[config.mk]
export PLATFORM = sky130hd
export DESIGN_NAME = double_ended_queue_unit
export DESIGN_NICKNAME = d
export VERILOG_FILES = /design/src/hw/rtl/dq_pkg.sv /design/src/hw/rtl/dq_mem.sv /design/src/hw/rtl/dq_ctrl.sv /design/src/hw/rtl/double_ended_queue_unit.sv
export VERILOG_INCLUDE_DIRS = /design/src /design/src/hw/rtl
export SDC_FILE = /design/constraint.sdc
export NUM_CORES = 2
export LEC_CHECK = 0
export BUFFER_PORTS_ARGS = -buffer_cell sky130_fd_sc_hd__buf_2
export CORE_MARGIN = 3
export CORE_UTILIZATION = 63
export DETAILED_ROUTE_END_ITERATION = 10
export GPL_ROUTABILITY_DRIVEN = 0
export PLACE_DENSITY_LB_ADDON = 0.2
export SLEW_MARGIN = 20
export SYNTH_ARGS = -nofsm -noshare
export SYNTH_HDL_FRONTEND = slang
export SYNTH_SLANG_ARGS = --single-unit
[constraint.sdc]
create_clock -name clk_i -period 6.44 [get_ports clk_i]
set_clock_uncertainty 0.05 [all_clocks]
set_input_delay 0.322 -clock clk_i [delete_from_list [all_inputs] [get_ports clk_i]]
set_output_delay 0.322 -clock clk_i [all_outputs]
set_load 0.005 [all_outputs]
[src/hw/rtl/double_ended_queue_unit_macros.svh]
// Assertion helpers for the deque unit. Both sample on clk_i and are
// disabled while rst_ni is low.
`ifndef DOUBLE_ENDED_QUEUE_UNIT_MACROS_SVH
`define DOUBLE_ENDED_QUEUE_UNIT_MACROS_SVH

// Invariant that must hold at every rising clock edge.
`define DQU_ASSERT_ALWAYS(label, expr, msg) \
  label: assert property (@(posedge clk_i) disable iff (!rst_ni) (expr)) \
    else $error(msg);

// Consequent must hold in the cycle after the antecedent.
`define DQU_ASSERT_NEXT(label, ante, cons, msg) \
  label: assert property (@(posedge clk_i) disable iff (!rst_ni) (ante) |=> (cons)) \
    else $error(msg);

`endif

[src/hw/rtl/dq_pkg.sv]
package dq_pkg;

  typedef enum logic [2:0] {
    OP_PUSH_BACK  = 3'd0,
    OP_PUSH_FRONT = 3'd1,
    OP_POP_BACK   = 3'd2,
    OP_POP_FRONT  = 3'd3,
    OP_READ       = 3'd4,
    OP_CLEAR      = 3'd5
  } op_e;

  typedef enum logic [1:0] {
    ST_OK    = 2'd0,
    ST_EMPTY = 2'd1,
    ST_FULL  = 2'd2,
    ST_RANGE = 2'd3
  } status_e;

  // Response control registered at the end of each transaction.
  typedef struct packed {
    logic    valid;
    status_e status;
    logic    rd_sel;   // read data comes from the memory port
  } resp_t;

endpackage

[src/hw/rtl/dq_mem.sv]
module dq_mem #(
  parameter int CAPACITY      = 64,
  parameter int ELEMENT_WIDTH = 32
) (
  input  logic                        clk_i,
  input  logic                        we_i,
  input  logic [$clog2(CAPACITY)-1:0] waddr_i,
  input  logic [ELEMENT_WIDTH-1:0]    wdata_i,
  input  logic                        re_i,
  input  logic [$clog2(CAPACITY)-1:0] raddr_i,
  output logic [ELEMENT_WIDTH-1:0]    rdata_o
);

  logic [ELEMENT_WIDTH-1:0] mem [CAPACITY];
  logic [ELEMENT_WIDTH-1:0] rdata_q;

  always_ff @(posedge clk_i) begin
    if (we_i) begin
      mem[waddr_i] <= wdata_i;
    end
  end

  always_ff @(posedge clk_i) begin
    if (re_i) begin
      rdata_q <= mem[raddr_i];
    end
  end

  assign rdata_o = rdata_q;

endmodule

[src/hw/rtl/dq_ctrl.sv]
`include "double_ended_queue_unit_macros.svh"

module dq_ctrl #(
  parameter int CAPACITY      = 64,
  parameter int ELEMENT_WIDTH = 32,
  localparam int PW           = $clog2(CAPACITY),
  localparam int CW           = $clog2(CAPACITY + 1)
) (
  input  logic                     clk_i,
  input  logic                     rst_ni,
  input  logic                     accept_i,
  input  logic [2:0]               operation_i,
  input  logic [31:0]              push_value_i,
  input  logic [5:0]               position_i,
  output logic                     mem_we_o,
  output logic [PW-1:0]            mem_waddr_o,
  output logic [ELEMENT_WIDTH-1:0] mem_wdata_o,
  output logic                     mem_re_o,
  output logic [PW-1:0]            mem_raddr_o,
  output dq_pkg::resp_t            resp_o,
  output logic [CW-1:0]            count_o
);

  localparam logic [PW:0]   CapP = (PW + 1)'(CAPACITY);
  localparam logic [PW-1:0] LastIdx = PW'(CAPACITY - 1);
  localparam logic [CW-1:0] CapC = CW'(CAPACITY);

  logic [PW-1:0]  front_q, front_d;
  logic [CW-1:0]  count_q, count_d;
  dq_pkg::resp_t  resp_q, resp_d;

  logic                       full, empty;
  logic [CW+5:0]              pos_ext, cnt_ext;
  logic [ELEMENT_WIDTH+31:0]  pv_ext;
  logic [PW-1:0]              back_addr, front_dec, front_inc, rd_addr;

  // a, b < CAPACITY: one conditional subtract wraps the sum
  function automatic logic [PW-1:0] ring_add(input logic [PW-1:0] a, input logic [PW-1:0] b);
    logic [PW:0] s;
    s = {1'b0, a} + {1'b0, b};
    if (s >= CapP) begin
      s = s - CapP;
    end
    return s[PW-1:0];
  endfunction

  assign full    = (count_q == CapC);
  assign empty   = (count_q == '0);
  assign pos_ext = {{CW{1'b0}}, position_i};
  assign cnt_ext = {6'd0, count_q};
  assign pv_ext  = {{ELEMENT_WIDTH{1'b0}}, push_value_i};

  assign back_addr = ring_add(front_q, count_q[PW-1:0]);
  assign rd_addr   = ring_add(front_q, pos_ext[PW-1:0]);
  assign front_dec = (front_q == '0) ? LastIdx : front_q - 1'b1;
  assign front_inc = (front_q == LastIdx) ? '0 : front_q + 1'b1;

  always_comb begin
    front_d       = front_q;
    count_d       = count_q;
    resp_d.valid  = accept_i;
    resp_d.status = dq_pkg::ST_OK;
    resp_d.rd_sel = 1'b0;
    mem_we_o      = 1'b0;
    mem_waddr_o   = back_addr;
    mem_wdata_o   = pv_ext[ELEMENT_WIDTH-1:0];
    mem_re_o      = 1'b0;
    mem_raddr_o   = rd_addr;
    if (accept_i) begin
      case (dq_pkg::op_e'(operation_i))
        dq_pkg::OP_PUSH_BACK: begin
          if (full) begin
            resp_d.status = dq_pkg::ST_FULL;
          end else begin
            mem_we_o = 1'b1;
            count_d  = count_q + 1'b1;
          end
        end
        dq_pkg::OP_PUSH_FRONT: begin
          mem_waddr_o = front_dec;
          if (full) begin
            resp_d.status = dq_pkg::ST_FULL;
          end else begin
            mem_we_o = 1'b1;
            front_d  = front_dec;
            count_d  = count_q + 1'b1;
          end
        end
        dq_pkg::OP_POP_BACK: begin
          if (empty) begin
            resp_d.status = dq_pkg::ST_EMPTY;
          end else begin
            count_d = count_q - 1'b1;
          end
        end
        dq_pkg::OP_POP_FRONT: begin
          if (empty) begin
            resp_d.status = dq_pkg::ST_EMPTY;
          end else begin
            front_d = front_inc;
            count_d = count_q - 1'b1;
          end
        end
        dq_pkg::OP_READ: begin
          if (empty) begin
            resp_d.status = dq_pkg::ST_EMPTY;
          end else if (pos_ext >= cnt_ext) begin
            resp_d.status = dq_pkg::ST_RANGE;
          end else begin
            mem_re_o      = 1'b1;
            resp_d.rd_sel = 1'b1;
          end
        end
        dq_pkg::OP_CLEAR: begin
          front_d = '0;
          count_d = '0;
        end
        default: begin
          // unused codes: no effect
        end
      endcase
    end
  end

  always_ff @(posedge clk_i or negedge rst_ni) begin
    if (!rst_ni) begin
      front_q <= '0;
      count_q <= '0;
      resp_q  <= '0;
    end else begin
      front_q <= front_d;
      count_q <= count_d;
      resp_q  <= resp_d;
    end
  end

  assign resp_o  = resp_q;
  assign count_o = count_q;

  `DQU_ASSERT_ALWAYS(a_count_bound, count_q <= CapC, "element count exceeds capacity")
  `DQU_ASSERT_ALWAYS(a_front_bound, front_q <= LastIdx, "front index outside ring")
  `DQU_ASSERT_NEXT(a_resp_follows, accept_i, resp_q.valid, "accepted transaction gave no response")
  `DQU_ASSERT_NEXT(a_full_holds, accept_i && full && (operation_i == dq_pkg::OP_PUSH_BACK || operation_i == dq_pkg::OP_PUSH_FRONT), count_q == CapC && resp_q.status == dq_pkg::ST_FULL, "push into full queue changed state")
  `DQU_ASSERT_ALWAYS(a_rdsel_ok, !resp_q.rd_sel || (resp_q.valid && resp_q.status == dq_pkg::ST_OK), "read data selected on failed response")

endmodule

[src/hw/rtl/double_ended_queue_unit.sv]
// Double-ended queue unit: a ring of CAPACITY elements in one synchronous RAM.
// Command channel: a transaction is taken at a rising edge with start high and
// busy low. operation_i selects push back/front, pop back/front, indexed read
// (position_i counted from the front) or clear; push_value_i carries the data.
// busy is always low: the unit never holds off a command, so a new command
// may be issued every cycle.
// Result channel: exactly one result per command, on done_o for one cycle,
// registered at the command edge (up to one result per cycle).
// status_o gives ok / empty / full / index out of range, count_after_o the
// element count after the command, read_value_o the element for a good read
// and zero otherwise. Read data comes straight from the RAM output register,
// so the RAM read port sets the latency.
// The receiver cannot stall; results must be taken when done_o is high.
// Reset (rst_ni low, asynchronous) empties the queue and drops any pending
// result. RAM contents are not cleared; unwritten entries are never readable.
module double_ended_queue_unit #(
  parameter int CAPACITY      = 64,
  parameter int ELEMENT_WIDTH = 32
) (
  input  logic        clk_i,
  input  logic        rst_ni,
  input  logic        start,
  output logic        busy,
  input  logic [2:0]  operation_i,
  input  logic [31:0] push_value_i,
  input  logic [5:0]  position_i,
  output logic        done_o,
  output logic [1:0]  status_o,
  output logic [6:0]  count_after_o,
  output logic [31:0] read_value_o
);

  localparam int PW = $clog2(CAPACITY);
  localparam int CW = $clog2(CAPACITY + 1);

  logic                     accept;
  logic                     mem_we, mem_re;
  logic [PW-1:0]            mem_waddr, mem_raddr;
  logic [ELEMENT_WIDTH-1:0] mem_wdata, mem_rdata;
  dq_pkg::resp_t            resp;
  logic [CW-1:0]            count;
  logic [CW+6:0]            count_ext;
  logic [ELEMENT_WIDTH+31:0] rdata_ext;

  // Every command completes in one RAM cycle, so the unit never holds off.
  assign busy   = 1'b0;
  assign accept = start && !busy;

  dq_ctrl #(
    .CAPACITY      (CAPACITY),
    .ELEMENT_WIDTH (ELEMENT_WIDTH)
  ) u_ctrl (
    .clk_i        (clk_i),
    .rst_ni       (rst_ni),
    .accept_i     (accept),
    .operation_i  (operation_i),
    .push_value_i (push_value_i),
    .position_i   (position_i),
    .mem_we_o     (mem_we),
    .mem_waddr_o  (mem_waddr),
    .mem_wdata_o  (mem_wdata),
    .mem_re_o     (mem_re),
    .mem_raddr_o  (mem_raddr),
    .resp_o       (resp),
    .count_o      (count)
  );

  dq_mem #(
    .CAPACITY      (CAPACITY),
    .ELEMENT_WIDTH (ELEMENT_WIDTH)
  ) u_mem (
    .clk_i   (clk_i),
    .we_i    (mem_we),
    .waddr_i (mem_waddr),
    .wdata_i (mem_wdata),
    .re_i    (mem_re),
    .raddr_i (mem_raddr),
    .rdata_o (mem_rdata)
  );

  // Count register already holds the post-command value in the result cycle.
  assign count_ext     = {7'd0, count};
  assign rdata_ext     = {32'd0, mem_rdata};

  assign done_o        = resp.valid;
  assign status_o      = resp.status;
  assign count_after_o = count_ext[6:0];
  assign read_value_o  = resp.rd_sel ? rdata_ext[31:0] : 32'd0;

endmodule
# [After elaboration in Yosys (flattened, before gate mapping)]
# Memory sizes are Yosys's and may differ from the RTL's. A register that Yosys moved wholly into a read port is not among the register bits.
# Cells that the tools add are included.
[word_totals] register_bits=17 ram_bits=2048 in_bits=44 output_inout_bits=43 elab_cells=65 n_memories=1
[classes] addsub=8 n_lt_le_gt_ge=3 eq_ne=11 mux=28 n_reduce_logical=9
[memory_table] name="u_mem.mem" words=64 width=32 rd=1 rd_clocked_by_memory_dff=1 wr=1 line_no="dq_mem.sv:14" text="logic [ELEMENT_WIDTH-1:0] mem [CAPACITY];"
[op_table] operator="$mux W6" count=8
[op_table] operator="$mux W32" count=1
[op_table] operator="$pmux W7 S3" count=1
[op_table] operator="$pmux W6 S3" count=1
[op_table] operator="$sub A6 B1 Y6 const B" count=3
[op_table] operator="$add A6 B6 Y7" count=2
[op_table] operator="$ge A7 B7 Y1 const B" count=2
[op_table] operator="$mux W7" count=2
[op_table] operator="$mux W1" count=10
[op_table] operator="$ne A2 B2 Y1 const B" count=4
[op_table] operator="$reduce_and A4 Y1" count=2
[op_table] operator="$add A7 B1 Y7 const B" count=1
[op_table] operator="$eq A7 B7 Y1 const B" count=1
[op_table] operator="$ge A6 B7 Y1" count=1
[op_table] operator="$logic_not A7 Y1" count=1
[op_table] operator="$sub A7 B1 Y7 const B" count=1
[op_table] operator="$add A6 B1 Y6 const B" count=1
[op_table] operator="$eq A3 B2 Y1 const B" count=2
[op_table] operator="$eq A3 B3 Y1 const B" count=2
[op_table] operator="$eq A6 B6 Y1 const B" count=1
[op_table] operator="$logic_not A6 Y1" count=1
[op_table] operator="$mux W2" count=3
[op_table] operator="$pmux W2 S3" count=1
[op_table] operator="$reduce_bool A3 Y1" count=2
[op_table] operator="4 further kinds" count=5

# [Longest topological paths before layout]
[logic_depth] depth_word=6 mapped_depth=12 depth_no_buf=11

# [Hierarchy]
# Synthesis repeated with hierarchy kept, for this count alone.
[hier_totals] cells_unflattened=3616 area_unflattened_um2=81261.7
[by_module_without_submodules] mod="dq_mem" n_inst=1 cells_per_inst=3324 area_each_um2=78835.6 seq_area_each_um2=62459.9
[by_module_without_submodules] mod="dq_ctrl" n_inst=1 cells_per_inst=255 area_each_um2=2159.6 seq_area_each_um2=425.4
[by_module_without_submodules] mod="double_ended_queue_unit" n_inst=1 cells_per_inst=37 area_each_um2=266.5 seq_area_each_um2=0.0

# [Worst setup path after synthesis]
# OpenSTA, ideal clock, no wires.
[synth_path] path_kind="register -> register" start="reg u_ctrl.count_q[0], in the netlist u_ctrl.count_o[0]" end="reg u_mem.rdata_q[0], in the netlist u_mem.rdata_o[0] (read register of u_mem.mem), enable pin" setup_time_ps=516 arrival_time_ps=5058 required_time_ps=5874 setup_slack_ps=816 path_stages_with_launch=9 cell_sequence="dfrtp_1 ha_1 nand2b_1 a21o_1 a21oi_1 o21ai_0 a211oi_1 nor2_1 nor4b_1"
[synth_via] elab_chain_cells=5
[synth_rtl] element="start: declaration" line_no="dq_ctrl.sv:29" text="logic [CW-1:0] count_q, count_d;"
[synth_rtl] element="start signal: assignment" line_no="dq_ctrl.sv:132" text="count_q <= count_d;"
[synth_rtl] element="$ge A6 B7 Y1" line_no="dq_ctrl.sv:107" text="end else if (pos_ext >= cnt_ext) begin"
[synth_rtl] element="$mux W1" line_no="dq_ctrl.sv:107"
[synth_rtl] element="$mux W1 *" line_no="dq_ctrl.sv:105" text="if (empty) begin"
[synth_rtl] element="$mux W1 *" line_no="dq_ctrl.sv:70" text="case (dq_pkg::op_e'(operation_i))"
[synth_rtl] element="$mux W1 *" line_no="dq_ctrl.sv:69" text="if (accept_i) begin"
[synth_rtl] element="net mem_re" line_no="double_ended_queue_unit.sv:37" text="logic mem_we, mem_re;"
[synth_rtl] element="end: declaration" line_no="dq_mem.sv:15" text="logic [ELEMENT_WIDTH-1:0] rdata_q;"
# Mark *: on every way through the listed nets, which the timed path passes. The rest lies on a longest branch.
# A chain may end at the register's enable or synchronous reset.

# [Final worst setup path]
[layout_path] start="reg u_ctrl.front_q[0]" end="reg u_mem.rdata_q[24], in the netlist u_mem.rdata_o[24] (read register of u_mem.mem) (data pin)"
[layout_via] elab_chain_cells=3
[layout_rtl] element="start: declaration" line_no="dq_ctrl.sv:28" text="logic [PW-1:0] front_q, front_d;"
[layout_rtl] element="start signal: assignment" line_no="dq_ctrl.sv:131" text="front_q <= front_d;"
[layout_rtl] element="$add A6 B6 Y7 *" line_no="dq_ctrl.sv:40" text="s = {1'b0, a} + {1'b0, b};"
[layout_rtl] element="$sub A6 B1 Y6 / $ge A7 B7 Y1 (equally long branches)" line_no="dq_ctrl.sv:42, dq_ctrl.sv:41"
[layout_rtl] element="$mux W6 *" line_no="dq_ctrl.sv:41" text="if (s >= CapP) begin"
# Mark *: on every way between the ends. The rest lies on a longest branch, timed or not.

==> flow_summary_export.csv <==
group,metric,value,unit
synthesis,syn_area,82100,sq um
power,power_density,460,nW/um^2
global_route,antenna_found_initial,18,
floorplan,coreArea,129000,sq um
power,combinationalPowerShare,0.363,
synthesis,ys.flop_type,"edfxtp_1",
global_route,grt_pass1_vias,42800,
sta,worst-slew-pin-transition,1.16,ns
global_route,grt_max_degree,78,
finish,fin_nets,4241,
power,p_total,42.3,mW
worst_setup_path,r2r_end,"u_mem.rdata_o[24]",
synthesis,ys_types,74,
finish,final_area,91900,sq um
global_route,track_usage,0.313,
synthesis,yosysWarnings,0,
clocking,h-tree-depth,4,
job,maxCapViolCount,0,
routing,dr.pass1.iters,5,
routing,dr_total_vias,42500,
floorplan,die-area,135000,sq um
place,numPortBuffers,85,
synthesis,synthArstFlopShare,0.00811,
clocking,ctsHoldBuffers,9,
outcome,status,"finished, final reports clean",
sta,hold_viol_final,0,
sta,fin_setup_tns,0,ns
worst_setup_path,r2r_cells,8,
clocking,cts.clk_slew.worst_paths,0.06,ns
power,p_int,27.8,mW
sta,setup-violations-final,0,
routing,drc,0,
worst_setup_path,worstPathRequired,6.92,ns
clocking,cts_inserted_buffers,200,
finish,drive_above_1_share,0.257,
finish,syn2layout_area_growth,12.0,%
clocking,cts_resized,0,
sta,fin_crit_sh,0.699,
sta,max_slew_margin,0.227,
power,p_switching,14.5,mW
worst_setup_path,critPathKind,"reg -> reg",
synthesis,synth_nets,4041,
routing,ant_nets,0,
synthesis,syn_inst,3970,
synthesis,ys_seq_area_frac,0.766,
routing,routed_wl,207000,um
clocking,numClockSinks,2097,
sta,rsz0062_at_grt,"no",
clocking,cts_root_buffer,"clkbuf_16",
clocking,cts_tree,"yes",
global_route,grt.overflow.total,0,
synthesis,synth_enable_flop_cells,2080,
worst_setup_path,startpoint_type,"flip-flop",
floorplan,io_pins,87,
worst_setup_path,reg2reg_slack,1.94,ns
finish,final_common_cell,"edfxtp_1",
clocking,post_cts_buffers,0,
floorplan,die_y,367,um
hold_path,hold_path_depth,1,
sta,timing.fmax,0.222,GHz
routing,routed_via_density,7.02,
routing,first_iter_violations,6459,
floorplan,row_count,131,
hold_path,hold_path_class,"in -> reg",
sta,period_needed,4.50,ns
global_route,grt_pass1_wl,302000,um
place,placed_area,85500,sq um
worst_setup_path,crit_arrival,4.99,ns
floorplan,start_util,0.639,
floorplan,die_w,367,um
power,leakagePower,29.0,nW
clocking,cts_max_path_buffers,3,
power,power_frac_clock,0.265,
worst_setup_path,cp-end-kind,"flip-flop",
worst_setup_path,path_max_fanout,38,
power,irDropWorstVdd,0.412,mV
synthesis,synth-seq-cells,2097,
finish,mostFrequentLayoutCells,"edfxtp_1, mux4_2, nand3_1, nand2_1, clkbuf_16",
power,p_seq_frac,0.372,
worst_setup_path,timing.rr.start,"u_ctrl.front_q[0]",
routing,post_drt_wl_per_cell,34.1,um
power,switching_share,0.344,
place,dpl.hpwl,116000,um
synthesis,synth_area_per_cell,20.7,sq um
hold_path,min_from,"push_value_i[25]",
hold_path,hold_path_end,"u_mem.mem[43][25]",
sta,slew_violations,0,
clocking,clkLatencyLatePin,0.82,ns
## cell usage after synthesis, types with 18 or more instances
cell type | instances | area [sq um]
nor2_1 | 89 | 334
nand3_1 | 251 | 1260
nand2_1 | 228 | 856
buf_2 | 98 | 490
a31oi_1 | 38 | 238
mux4_2 | 512 | 11500
nand4_1 | 82 | 513
a211oi_1 | 18 | 135
and2_1 | 51 | 319
clkbuf_1 | 108 | 405
ha_1 | 24 | 300
and3_1 | 40 | 250
inv_1 | 18 | 67.6
a21oi_1 | 45 | 225
o21ai_0 | 36 | 180
edfxtp_1 | 2080 | 62500
## state kept, by name, summed over array words and instances (netlist names)
name	cells
u_mem.mem	2048
u_mem.rdata_o	32
u_ctrl.count_o	7
u_ctrl.front_q	6
u_ctrl.resp_o	4
## power groups by stage
stage	Clock (mW)	Sequential, mW	Combinational, mW
finish	11.2	15.7	15.4
global route	11.9	15.7	16.3
global placement	0	16.0	15.0
detailed placement	0	16.0	15.1
floorplan	0	15.9	10.1
CTS	11.3	15.7	15.3
## kinds of logic after synthesis
family                   synth area share
AND/OR/NAND/NOR                    0.0506
other                           0.0000457
XOR/XNOR                          0.00212
adder cells (fa/ha/maj)           0.00439
multiplexers                        0.143
AO/OA/AOI/OAI                      0.0199
flip-flops                          0.766
buffers and inverters              0.0146
## per-stage QoR
step / std cells / utilization / hold WS, ns / setup slack (ns)
final: 6059 / 0.716 / 0.0157 / 1.94
after global routing: 6057 / 0.715 / 0.0232 / 1.84
after CTS: 6049 / 0.714 / 0.00459 / 2.05
after detailed placement: 5683 / 0.666 / 0.225 / 2.11
after global placement: 5681 / 0.665 / 0.224 / 2.12
after floorplan: 3970 / - / -0.0236 / 0.816
## layout make-up
| type | instances | area (sq um) |
|---|---|---|
| diodes | 5 | 12.5 |
| clock buffers | 256 | 5260 |
| clock inverters | 101 | 932 |
| fillers | 7453 | 36600 |
| inverters | 18 | 67.6 |
| multi-input cells | 1614 | 18600 |
| flip-flops and latches | 2097 | 62900 |
| well taps | 1729 | 2160 |
| repair buffers | 239 | 2030 |
## worst max-delay path by stage
| stage | startpoint | cells after the start | to | slack (ns) |
|---|---|---|---|---|
| 6_report | u_ctrl.front_q[0] | 8 | u_mem.rdata_o[24] | 1.94 |
| 2_1_floorplan | u_ctrl.count_o[0] | 8 | u_mem.rdata_o[0] | 0.82 |
| 5_1_grt | u_ctrl.front_q[1] | 10 | u_mem.mem[55][17] | 1.84 |
| 4_1_cts | u_ctrl.front_q[0] | 8 | u_mem.rdata_o[24] | 2.05 |
| 3_5_place_dp | u_ctrl.front_q[0] | 8 | u_mem.rdata_o[27] | 2.11 |
| 3_3_place_gp | u_ctrl.front_q[0] | 8 | u_mem.rdata_o[24] | 2.12 |
## routing by layer
metal  up-vias  share of wire  GRT usage
met5         -       0.000063          0
met4         2          0.034      0.103
met3       430           0.12     0.0740
met2      2927           0.48      0.491
met1     22200           0.37      0.445
li1      17000              -          -
## worst max-delay path: stages, from the launching register on
cell       delay, ns
dfrtp_1         0.50
ha_4            0.23
fa_4            1.38
buf_4           0.64
mux4_2          0.44
nand3_1         0.11
nand4_1         0.28
o22ai_1         0.44
a2111oi_2       0.10
Power figures use the tool's default switching activity.
